`src/rtl/sdda_pkg.sv`:
```
// ----------------------------------------------------------------------------
// sdda_pkg
// shared command codes and queue depth for the symmetric dda line stepper
// ----------------------------------------------------------------------------
package sdda_pkg;

    localparam logic CMD_START   = 1'b0;
    localparam logic CMD_ADVANCE = 1'b1;

    localparam int QUEUE_DEPTH = 2;

    typedef logic [1:0] queue_count_t;

endpackage

```
`src/rtl/symmetric_dda_line_stepper_top.sv`:
```
// ----------------------------------------------------------------------------
// symmetric_dda_line_stepper_top
// symmetric dda line rasterizer, one point per advance word
// ----------------------------------------------------------------------------
// A start word (action 0) latches both endpoints and gives no point; equal
// endpoints leave no line active. Each advance word (action 1) then emits the
// next of the 2^n points of the line, n being the bit length of the larger
// delta, rounded half away from zero, with last_point set on the endpoint; an
// advance with no line active gives nothing. The block takes one word per
// clock while the queue is not full: the front classifies each word in the
// cycle it arrives, a two-entry queue holds it, and the back does one
// accumulator step per cycle unless stalled, then rounding and output stages.
// ----------------------------------------------------------------------------
module symmetric_dda_line_stepper_top #(
    parameter int COORD_BITS = 11
) (
    input  logic                         clk,
    input  logic                         rst_n,
    input  logic                         in_valid,
    output logic                         in_ready,
    input  logic                         action,
    input  logic signed [COORD_BITS-1:0] start_x,
    input  logic signed [COORD_BITS-1:0] start_y,
    input  logic signed [COORD_BITS-1:0] end_x,
    input  logic signed [COORD_BITS-1:0] end_y,
    output logic                         out_valid,
    input  logic                         out_ready,
    output logic signed [COORD_BITS-1:0] point_x,
    output logic signed [COORD_BITS-1:0] point_y,
    output logic                         last_point
);
    import sdda_pkg::*;

    localparam int NW = $clog2(COORD_BITS + 1);
    localparam int DW = 4 * COORD_BITS + NW + 4;

    logic [DW-1:0] front_cmd;
    logic [DW-1:0] queue_cmd;
    logic          q_empty;
    logic          q_full;
    logic          push;
    logic          pop;

    assign in_ready = !q_full;
    assign push     = in_valid && in_ready;

    sdda_front #(
        .COORD_BITS (COORD_BITS)
    ) u_front (
        .action  (action),
        .start_x (start_x),
        .start_y (start_y),
        .end_x   (end_x),
        .end_y   (end_y),
        .cmd     (front_cmd)
    );

    sdda_fifo #(
        .WIDTH (DW)
    ) u_fifo (
        .clk     (clk),
        .rst_n   (rst_n),
        .push    (push),
        .wr_data (front_cmd),
        .pop     (pop),
        .rd_data (queue_cmd),
        .empty   (q_empty),
        .full    (q_full)
    );

    sdda_back #(
        .COORD_BITS (COORD_BITS)
    ) u_back (
        .clk        (clk),
        .rst_n      (rst_n),
        .cmd        (queue_cmd),
        .cmd_valid  (!q_empty),
        .cmd_pop    (pop),
        .out_valid  (out_valid),
        .out_ready  (out_ready),
        .point_x    (point_x),
        .point_y    (point_y),
        .last_point (last_point)
    );

    a_push_fills: assert property (@(posedge clk) disable iff (!rst_n)
        push |=> !q_empty)
        else $error("queue empty right after a push");

    a_pop_nonempty: assert property (@(posedge clk) disable iff (!rst_n)
        pop |-> !q_empty)
        else $error("back popped an empty queue");

    a_full_from_push: assert property (@(posedge clk) disable iff (!rst_n)
        $rose(q_full) |-> $past(push))
        else $error("queue filled without a push");

endmodule

```
`src/rtl/sdda_front.sv`:
```
// ----------------------------------------------------------------------------
// sdda_front
// classifies an incoming word: deltas, line length exponent and empty line
// ----------------------------------------------------------------------------
module sdda_front #(
    parameter int COORD_BITS = 11,
    localparam int NW = $clog2(COORD_BITS + 1),
    localparam int DW = 4 * COORD_BITS + NW + 4
) (
    input  logic                         action,
    input  logic signed [COORD_BITS-1:0] start_x,
    input  logic signed [COORD_BITS-1:0] start_y,
    input  logic signed [COORD_BITS-1:0] end_x,
    input  logic signed [COORD_BITS-1:0] end_y,
    output logic [DW-1:0]                cmd
);
    import sdda_pkg::*;

    logic signed [COORD_BITS:0] dx;
    logic signed [COORD_BITS:0] dy;
    logic [COORD_BITS-1:0]      adx;
    logic [COORD_BITS-1:0]      ady;
    logic [COORD_BITS-1:0]      m;
    logic [NW-1:0]              n;
    logic                       nonzero;

    always_comb
    begin
        dx  = $signed({end_x[COORD_BITS-1], end_x}) - $signed({start_x[COORD_BITS-1], start_x});
        dy  = $signed({end_y[COORD_BITS-1], end_y}) - $signed({start_y[COORD_BITS-1], start_y});
        adx = dx[COORD_BITS] ? (~dx[COORD_BITS-1:0] + 1'b1) : dx[COORD_BITS-1:0];
        ady = dy[COORD_BITS] ? (~dy[COORD_BITS-1:0] + 1'b1) : dy[COORD_BITS-1:0];
        m   = (adx > ady) ? adx : ady;
        n   = '0;
        // bit length of the larger delta
        for (int i = 0; i < COORD_BITS; i++)
        begin
            if (m[i])
            begin
                n = NW'(i + 1);
            end
        end
        nonzero = |m;
        cmd = {action, nonzero, n, start_x, start_y, dx, dy};
    end

endmodule

```
`src/rtl/sdda_fifo.sv`:
```
// ----------------------------------------------------------------------------
// sdda_fifo
// two-entry command queue between the front and the back
// ----------------------------------------------------------------------------
module sdda_fifo #(
    parameter int WIDTH = 8
) (
    input  logic             clk,
    input  logic             rst_n,
    input  logic             push,
    input  logic [WIDTH-1:0] wr_data,
    input  logic             pop,
    output logic [WIDTH-1:0] rd_data,
    output logic             empty,
    output logic             full
);
    import sdda_pkg::*;

    logic [WIDTH-1:0] entry_reg [QUEUE_DEPTH];
    logic             wr_ptr_reg;
    logic             wr_ptr_next;
    logic             rd_ptr_reg;
    logic             rd_ptr_next;
    queue_count_t     count_reg;
    queue_count_t     count_next;

    assign empty   = (count_reg == '0);
    assign full    = (count_reg == queue_count_t'(QUEUE_DEPTH));
    assign rd_data = entry_reg[rd_ptr_reg];

    always_comb
    begin
        wr_ptr_next = push ? ~wr_ptr_reg : wr_ptr_reg;
        rd_ptr_next = pop ? ~rd_ptr_reg : rd_ptr_reg;
        count_next  = count_reg;
        if (push && !pop)
        begin
            count_next = count_reg + 1'b1;
        end
        else if (pop && !push)
        begin
            count_next = count_reg - 1'b1;
        end
    end

    always_ff @(posedge clk or negedge rst_n)
    begin
        if (!rst_n)
        begin
            wr_ptr_reg <= 1'b0;
            rd_ptr_reg <= 1'b0;
            count_reg  <= '0;
        end
        else
        begin
            wr_ptr_reg <= wr_ptr_next;
            rd_ptr_reg <= rd_ptr_next;
            count_reg  <= count_next;
        end
    end

    always_ff @(posedge clk)
    begin
        if (push)
        begin
            entry_reg[wr_ptr_reg] <= wr_data;
        end
    end

endmodule

```
`src/rtl/sdda_back.sv`:
```
// ----------------------------------------------------------------------------
// sdda_back
// walks the active line: accumulator step, rounding stage, output register
// ----------------------------------------------------------------------------
module sdda_back #(
    parameter int COORD_BITS = 11,
    localparam int NW = $clog2(COORD_BITS + 1),
    localparam int DW = 4 * COORD_BITS + NW + 4
) (
    input  logic                         clk,
    input  logic                         rst_n,
    input  logic [DW-1:0]                cmd,
    input  logic                         cmd_valid,
    output logic                         cmd_pop,
    output logic                         out_valid,
    input  logic                         out_ready,
    output logic signed [COORD_BITS-1:0] point_x,
    output logic signed [COORD_BITS-1:0] point_y,
    output logic                         last_point
);
    import sdda_pkg::*;

    localparam int C  = COORD_BITS;
    localparam int AW = 2 * COORD_BITS + 1;
    localparam int SW = COORD_BITS + 1;

    // command fields
    logic                  c_kind;
    logic                  c_nonzero;
    logic [NW-1:0]         c_shift;
    logic [C-1:0]          c_sx;
    logic [C-1:0]          c_sy;
    logic [C:0]            c_dx;
    logic [C:0]            c_dy;

    // line state
    logic                  active_reg;
    logic                  active_next;
    logic signed [AW-1:0]  acc_x_reg;
    logic signed [AW-1:0]  acc_x_next;
    logic signed [AW-1:0]  acc_y_reg;
    logic signed [AW-1:0]  acc_y_next;
    logic signed [AW-1:0]  dx_reg;
    logic signed [AW-1:0]  dx_next;
    logic signed [AW-1:0]  dy_reg;
    logic signed [AW-1:0]  dy_next;
    logic [NW-1:0]         shift_reg;
    logic [NW-1:0]         shift_next;
    logic [SW-1:0]         steps_reg;
    logic [SW-1:0]         steps_next;

    // rounding stage
    logic                  rnd_valid_reg;
    logic                  rnd_valid_next;
    logic signed [AW-1:0]  rnd_x_reg;
    logic signed [AW-1:0]  rnd_x_next;
    logic signed [AW-1:0]  rnd_y_reg;
    logic signed [AW-1:0]  rnd_y_next;
    logic [NW-1:0]         rnd_shift_reg;
    logic [NW-1:0]         rnd_shift_next;
    logic                  rnd_last_reg;
    logic                  rnd_last_next;

    // output register
    logic                  out_valid_reg;
    logic                  out_valid_next;
    logic [C-1:0]          out_x_reg;
    logic [C-1:0]          out_x_next;
    logic [C-1:0]          out_y_reg;
    logic [C-1:0]          out_y_next;
    logic                  out_last_reg;
    logic                  out_last_next;

    logic                  out_free;
    logic                  rnd_free;
    logic                  step;
    logic signed [AW-1:0]  half;
    logic signed [AW-1:0]  sum_x;
    logic signed [AW-1:0]  sum_y;
    logic signed [AW-1:0]  shr_x;
    logic signed [AW-1:0]  shr_y;

    assign c_dy      = cmd[C:0];
    assign c_dx      = cmd[2*C+1 -: C+1];
    assign c_sy      = cmd[3*C+1 -: C];
    assign c_sx      = cmd[4*C+1 -: C];
    assign c_shift   = cmd[4*C+NW+1 -: NW];
    assign c_nonzero = cmd[4*C+NW+2];
    assign c_kind    = cmd[4*C+NW+3];

    assign out_free = !out_valid_reg || out_ready;
    assign rnd_free = !rnd_valid_reg || out_free;
    assign cmd_pop  = cmd_valid && rnd_free;
    assign step     = cmd_pop && (c_kind == CMD_ADVANCE) && active_reg;

    assign out_valid  = out_valid_reg;
    assign point_x    = out_x_reg;
    assign point_y    = out_y_reg;
    assign last_point = out_last_reg;

    always_comb
    begin
        active_next = active_reg;
        acc_x_next  = acc_x_reg;
        acc_y_next  = acc_y_reg;
        dx_next     = dx_reg;
        dy_next     = dy_reg;
        shift_next  = shift_reg;
        steps_next  = steps_reg;
        if (cmd_pop && (c_kind == CMD_START))
        begin
            active_next = c_nonzero;
            acc_x_next  = $signed({{(AW-C){c_sx[C-1]}}, c_sx}) <<< c_shift;
            acc_y_next  = $signed({{(AW-C){c_sy[C-1]}}, c_sy}) <<< c_shift;
            dx_next     = $signed({{(AW-C-1){c_dx[C]}}, c_dx});
            dy_next     = $signed({{(AW-C-1){c_dy[C]}}, c_dy});
            shift_next  = c_shift;
            steps_next  = SW'(1) << c_shift;
        end
        else if (step)
        begin
            acc_x_next = acc_x_reg + dx_reg;
            acc_y_next = acc_y_reg + dy_reg;
            steps_next = steps_reg - 1'b1;
            if (steps_reg == SW'(1))
            begin
                active_next = 1'b0;
            end
        end
    end

    always_comb
    begin
        rnd_valid_next = rnd_valid_reg;
        rnd_x_next     = rnd_x_reg;
        rnd_y_next     = rnd_y_reg;
        rnd_shift_next = rnd_shift_reg;
        rnd_last_next  = rnd_last_reg;
        if (rnd_free)
        begin
            rnd_valid_next = step;
            rnd_x_next     = acc_x_reg + dx_reg;
            rnd_y_next     = acc_y_reg + dy_reg;
            rnd_shift_next = shift_reg;
            rnd_last_next  = (steps_reg == SW'(1));
        end
    end

    // round half away from zero: (a + half - sign) >>> n
    always_comb
    begin
        half  = $signed((AW'(1) << rnd_shift_reg) >> 1);
        sum_x = rnd_x_reg + half - $signed(AW'(rnd_x_reg[AW-1]));
        sum_y = rnd_y_reg + half - $signed(AW'(rnd_y_reg[AW-1]));
        shr_x = sum_x >>> rnd_shift_reg;
        shr_y = sum_y >>> rnd_shift_reg;
    end

    always_comb
    begin
        out_valid_next = out_valid_reg;
        out_x_next     = out_x_reg;
        out_y_next     = out_y_reg;
        out_last_next  = out_last_reg;
        if (out_free)
        begin
            out_valid_next = rnd_valid_reg;
            out_x_next     = shr_x[C-1:0];
            out_y_next     = shr_y[C-1:0];
            out_last_next  = rnd_last_reg;
        end
    end

    always_ff @(posedge clk or negedge rst_n)
    begin
        if (!rst_n)
        begin
            active_reg    <= 1'b0;
            steps_reg     <= '0;
            rnd_valid_reg <= 1'b0;
            out_valid_reg <= 1'b0;
        end
        else
        begin
            active_reg    <= active_next;
            steps_reg     <= steps_next;
            rnd_valid_reg <= rnd_valid_next;
            out_valid_reg <= out_valid_next;
        end
    end

    always_ff @(posedge clk)
    begin
        acc_x_reg     <= acc_x_next;
        acc_y_reg     <= acc_y_next;
        dx_reg        <= dx_next;
        dy_reg        <= dy_next;
        shift_reg     <= shift_next;
        rnd_x_reg     <= rnd_x_next;
        rnd_y_reg     <= rnd_y_next;
        rnd_shift_reg <= rnd_shift_next;
        rnd_last_reg  <= rnd_last_next;
        out_x_reg     <= out_x_next;
        out_y_reg     <= out_y_next;
        out_last_reg  <= out_last_next;
    end

endmodule
```
`config.mk`:
```
export PLATFORM = sky130hd
export DESIGN_NAME = symmetric_dda_line_stepper_top
export DESIGN_NICKNAME = d
export VERILOG_FILES = /design/src/rtl/sdda_pkg.sv /design/src/rtl/symmetric_dda_line_stepper_top.sv /design/src/rtl/sdda_front.sv /design/src/rtl/sdda_fifo.sv /design/src/rtl/sdda_back.sv
export SDC_FILE = /design/constraint.sdc
export NUM_CORES = 1
export LEC_CHECK = 0
export ABC_AREA = 1
export BUFFER_PORTS_ARGS = -buffer_cell sky130_fd_sc_hd__buf_2
export CORE_UTILIZATION = 30
export CTS_CLUSTER_SIZE = 14
export DETAILED_ROUTE_END_ITERATION = 12
export PLACE_DENSITY_LB_ADDON = 0.3
export SLEW_MARGIN = 20
export SYNTH_ARGS = -nofsm -noshare
export SYNTH_HDL_FRONTEND = slang
export SYNTH_HIERARCHICAL = 1
export SYNTH_SLANG_ARGS = --single-unit
```
`constraint.sdc`:
```
create_clock -name clk -period 3.8 [get_ports clk]
set_input_delay 0.19 -clock clk [delete_from_list [all_inputs] [get_ports clk]]
set_output_delay 0.19 -clock clk [all_outputs]
set_load 0.05 [all_outputs]
```
==> flow_summary.json <==
{
  "final_cell_mix": "nand2_1 (787), inv_1 (419), nand3_1 (305), edfxtp_1 (252), buf_4 (145)",
  "drt_iter0_drc": 1120,
  "grt_pass1_wl_mm": 89.4,
  "num-fill-cells": 7599,
  "finalHoldViolations": 0,
  "hold_start": "start_y[3]",
  "syn_area_um2": 21800,
  "r2r_slack_ns": 0.15,
  "required_ns": 4.13,
  "gp_congestion": 0.892,
  "antenna_left": 0,
  "grt_pass1_vias": 17300,
  "min_period_over_period": 0.961,
  "critical_path_arrival_ns": 3.98,
  "cts.sinks": 271,
  "rows": 98,
  "min_delay_path_depth": 2,
  "syn_inst": 2781,
  "synth_top_family_by_area": "simple AND/OR/NAND/NOR gates",
  "synth_mux_area_frac": 0.0367,
  "ys.flop_type": "edfxtp_1",
  "antenna_cells": 0,
  "async_reset_ff_frac": 0.0701,
  "place_hpwl_mm": 45.2,
  "netlist.area_leader.share": 0.348,
  "hold_path_end": "u_fifo/entry_reg[1][27]$_DFFE_PP_",
  "maxCapViolCount": 0,
  "r2r-end": "u_back/point_y[0]$_DFFE_PP_",
  "wl_met1_mm": 27.9,
  "syn2layout_area_growth_pct": 17.9,
  "period_minus_slack_ns": 3.65,
  "viasPerCell": 4.63,
  "ys_seq_area_frac": 0.369,
  "startpoint_type": "register",
  "max_slew_margin": 0.399,
  "dieArea_um2": 73700,
  "cp_max_fo": 13,
  "port_buffers": 73,
  "path_clk_slew_ns": 0.06,
  "grt_max_degree": 53,
  "pre_cts_slack_ns": -0.262,
  "synthXorXnorAreaFrac": 0.0359,
  "outcome": "completed",
  "synth_fa_ha_area_frac": 0.0952,
  "root_buffer": "clkbuf_16",
  "core_um2": 71600,
  "max_freq_mhz": 274,
  "route.met2.wl_mm": 26.0,
  "cts_buffers": 31,
  "ys_ff_latch": 271,
  "antenna_found_initial": 0,
  "synth_edf_count": 252,
  "slew_violations": 0,
  "synth-compound-area-share": 0.0876,
  "drt-total-wl_mm": 56.9,
  "fin_ws_ns": 0.149,
  "end_kind": "register",
  "synth_area_leaders": "edfxtp_1 (35%), nand2_1 (14%), ha_1 (9.0%), inv_1 (7.4%), nand3_1 (7.3%)",
  "firstDrtPassIters": 6,
  "worst_pin_slew_ns": 0.900,
  "route.detailed.drc": 0,
  "r2r_cells": 19,
  "crit_type": "register to register",
  "r2r_start": "u_back/rnd_shift_reg[2]$_DFFE_PN_",
  "largest_reg_flops": 104,
  "layout.nets": 3183,
  "synth-simple-area-share": 0.271,
  "initial_utilization": 0.304,
  "wl_met3_mm": 1.95,
  "hp-class": "input pin to register",
  "chipWidth_um": 271,
  "ys_types": 62,
  "cts_max_path_buffers": 3,
  "num_vias": 18300,
  "cts_tree": "built",
  "top_layer": "met4",
  "setup-violations-final": 0,
  "grt_overflow": 0,
  "synth_area_per_cell_um2": 7.83,
  "synthesis.nets": 2992,
  "yosys_warnings": 6,
  "drive_gt1_frac": 0.162,
  "final_common_cell": "nand2_1",
  "die_y_um": 271,
  "fin_skew_ns": 0.0202,
  "ioPinCount": 74,
  "h-tree-depth": 1,
  "detail_route.wl_per_cell_um": 14.4,
  "yosysTopAreaCell": "edfxtp_1",
  "grt_use_total": 0.149,
  "insertion_delay_ns": 0.60
}
==> cells in the mapped netlist, types with 7 or more instances <==
| cell type | count |
|---|---|
| inv_1 | 429 |
| o21ai_1 | 16 |
| or2_1 | 8 |
| a21o_1 | 9 |
| a21oi_2 | 10 |
| nand4_1 | 27 |
| a21oi_1 | 95 |
| nor2_1 | 120 |
| mux2_4 | 49 |
| nand3b_1 | 8 |
| o211ai_1 | 18 |
| o21a_1 | 9 |
| clkbuf_1 | 17 |
| nand2_1 | 810 |
| a22oi_1 | 9 |
| edfxtp_1 | 252 |
| dfrtp_1 | 19 |
| xnor2_1 | 22 |
| buf_4 | 26 |
| buf_2 | 22 |
| nand2_2 | 19 |
| o21ai_0 | 88 |
| nor3_1 | 27 |
| nand3_1 | 317 |
| a31oi_1 | 7 |
| and2_1 | 10 |
| o21bai_1 | 21 |
| xor2_1 | 58 |
| ha_1 | 156 |
==> how the worst max path moves through the flow <==
| stage | endpoint | slack, ns | start |
|---|---|---|---|
| final | u_back/point_y[0]$_DFFE_PP_ | 0.15 | u_back/rnd_shift_reg[2]$_DFFE_PN_ |
| after global routing | u_fifo/entry_reg[1][50]$_DFFE_PP_ | -0.05 | start_x[6] |
| after floorplan | u_fifo/entry_reg[0][50]$_DFFE_PP_ | 0.0001 | end_y[0] |
| after detailed placement | u_fifo/entry_reg[0][50]$_DFFE_PP_ | -0.26 | start_x[0] |
| after CTS | u_fifo/entry_reg[0][50]$_DFFE_PP_ | 0.01 | start_x[9] |
| after global placement | u_fifo/entry_reg[0][50]$_DFFE_PP_ | -0.20 | start_x[0] |
==> timing repair <==
action | 4_1_cts | 5_1_grt
endpoints found under the setup margin | 0 | 11
resized for setup | 0 | 103
hold buffers | 25 | 1
hold endpoints to repair | 66 | 2
setup buffers | 0 | 12
==> final cells by class <==
cell class | count | area [µm²] | share of cell area
Clock inverter | 25 | 265 | 0.0103
Timing Repair Buffer | 242 | 1730 | 0.0674
Sequential cell | 271 | 8050 | 0.314
Clock buffer | 33 | 783 | 0.0305
Multi-Input combinational cell | 1990 | 12000 | 0.468
Inverter | 436 | 1640 | 0.0641
Tap cell | 950 | 1190 | 0.0463
==> critical path, cell delays in order (launching register included) <==
cell and delay, ns:
edfxtp_1 0.49, buf_4 0.25, nand2_1 0.07, inv_1 0.20, nand2_1 0.20, ha_1 0.33
inv_1 0.04, ha_1 0.41, nand2_1 0.11, nor2_1 0.24, nand2_1 0.14, o21bai_1 0.20
nand3_1 0.15, nand2_1 0.07, nand2_1 0.08, nand3_1 0.10, nand2_1 0.10, nand2_1 0.07
nand3_1 0.10, o21ai_2 0.06
==> through the flow <==
step           cells  cell area (µm²)  hold WS, ns  TNS, ns   util
3_3_place_gp    3855            23800        0.161    -1.47  0.332
5_1_grt         3947            25700       0.0124   -0.225  0.358
3_5_place_dp    3855            23800        0.165    -2.19  0.332
4_1_cts         3938            25100       0.0932        0  0.350
6_report        3947            25700       0.0117        0  0.358
2_1_floorplan   2781            21800       -0.106        0      -
==> kinds of logic (layout without fill, tap and decap cells) <==
family / Yosys count / count (layout)
buf+inv: 521 / 736
fa+ha+maj: 162 / 162
xor+xnor: 85 / 85
mux: 55 / 55
flops: 271 / 271
compound gates: 314 / 314
simple gates: 1373 / 1374
==> layer usage <==
layer / vias to the layer above / track usage
met5: - / 0
met4: 0 / 0.0291
met3: 69 / 0.0157
met2: 335 / 0.246
met1: 8335 / 0.209
li1: 9555 / -
Power is not shown: default switching activity piles up to over one toggle a cycle in this logic, so the estimate is an artifact.
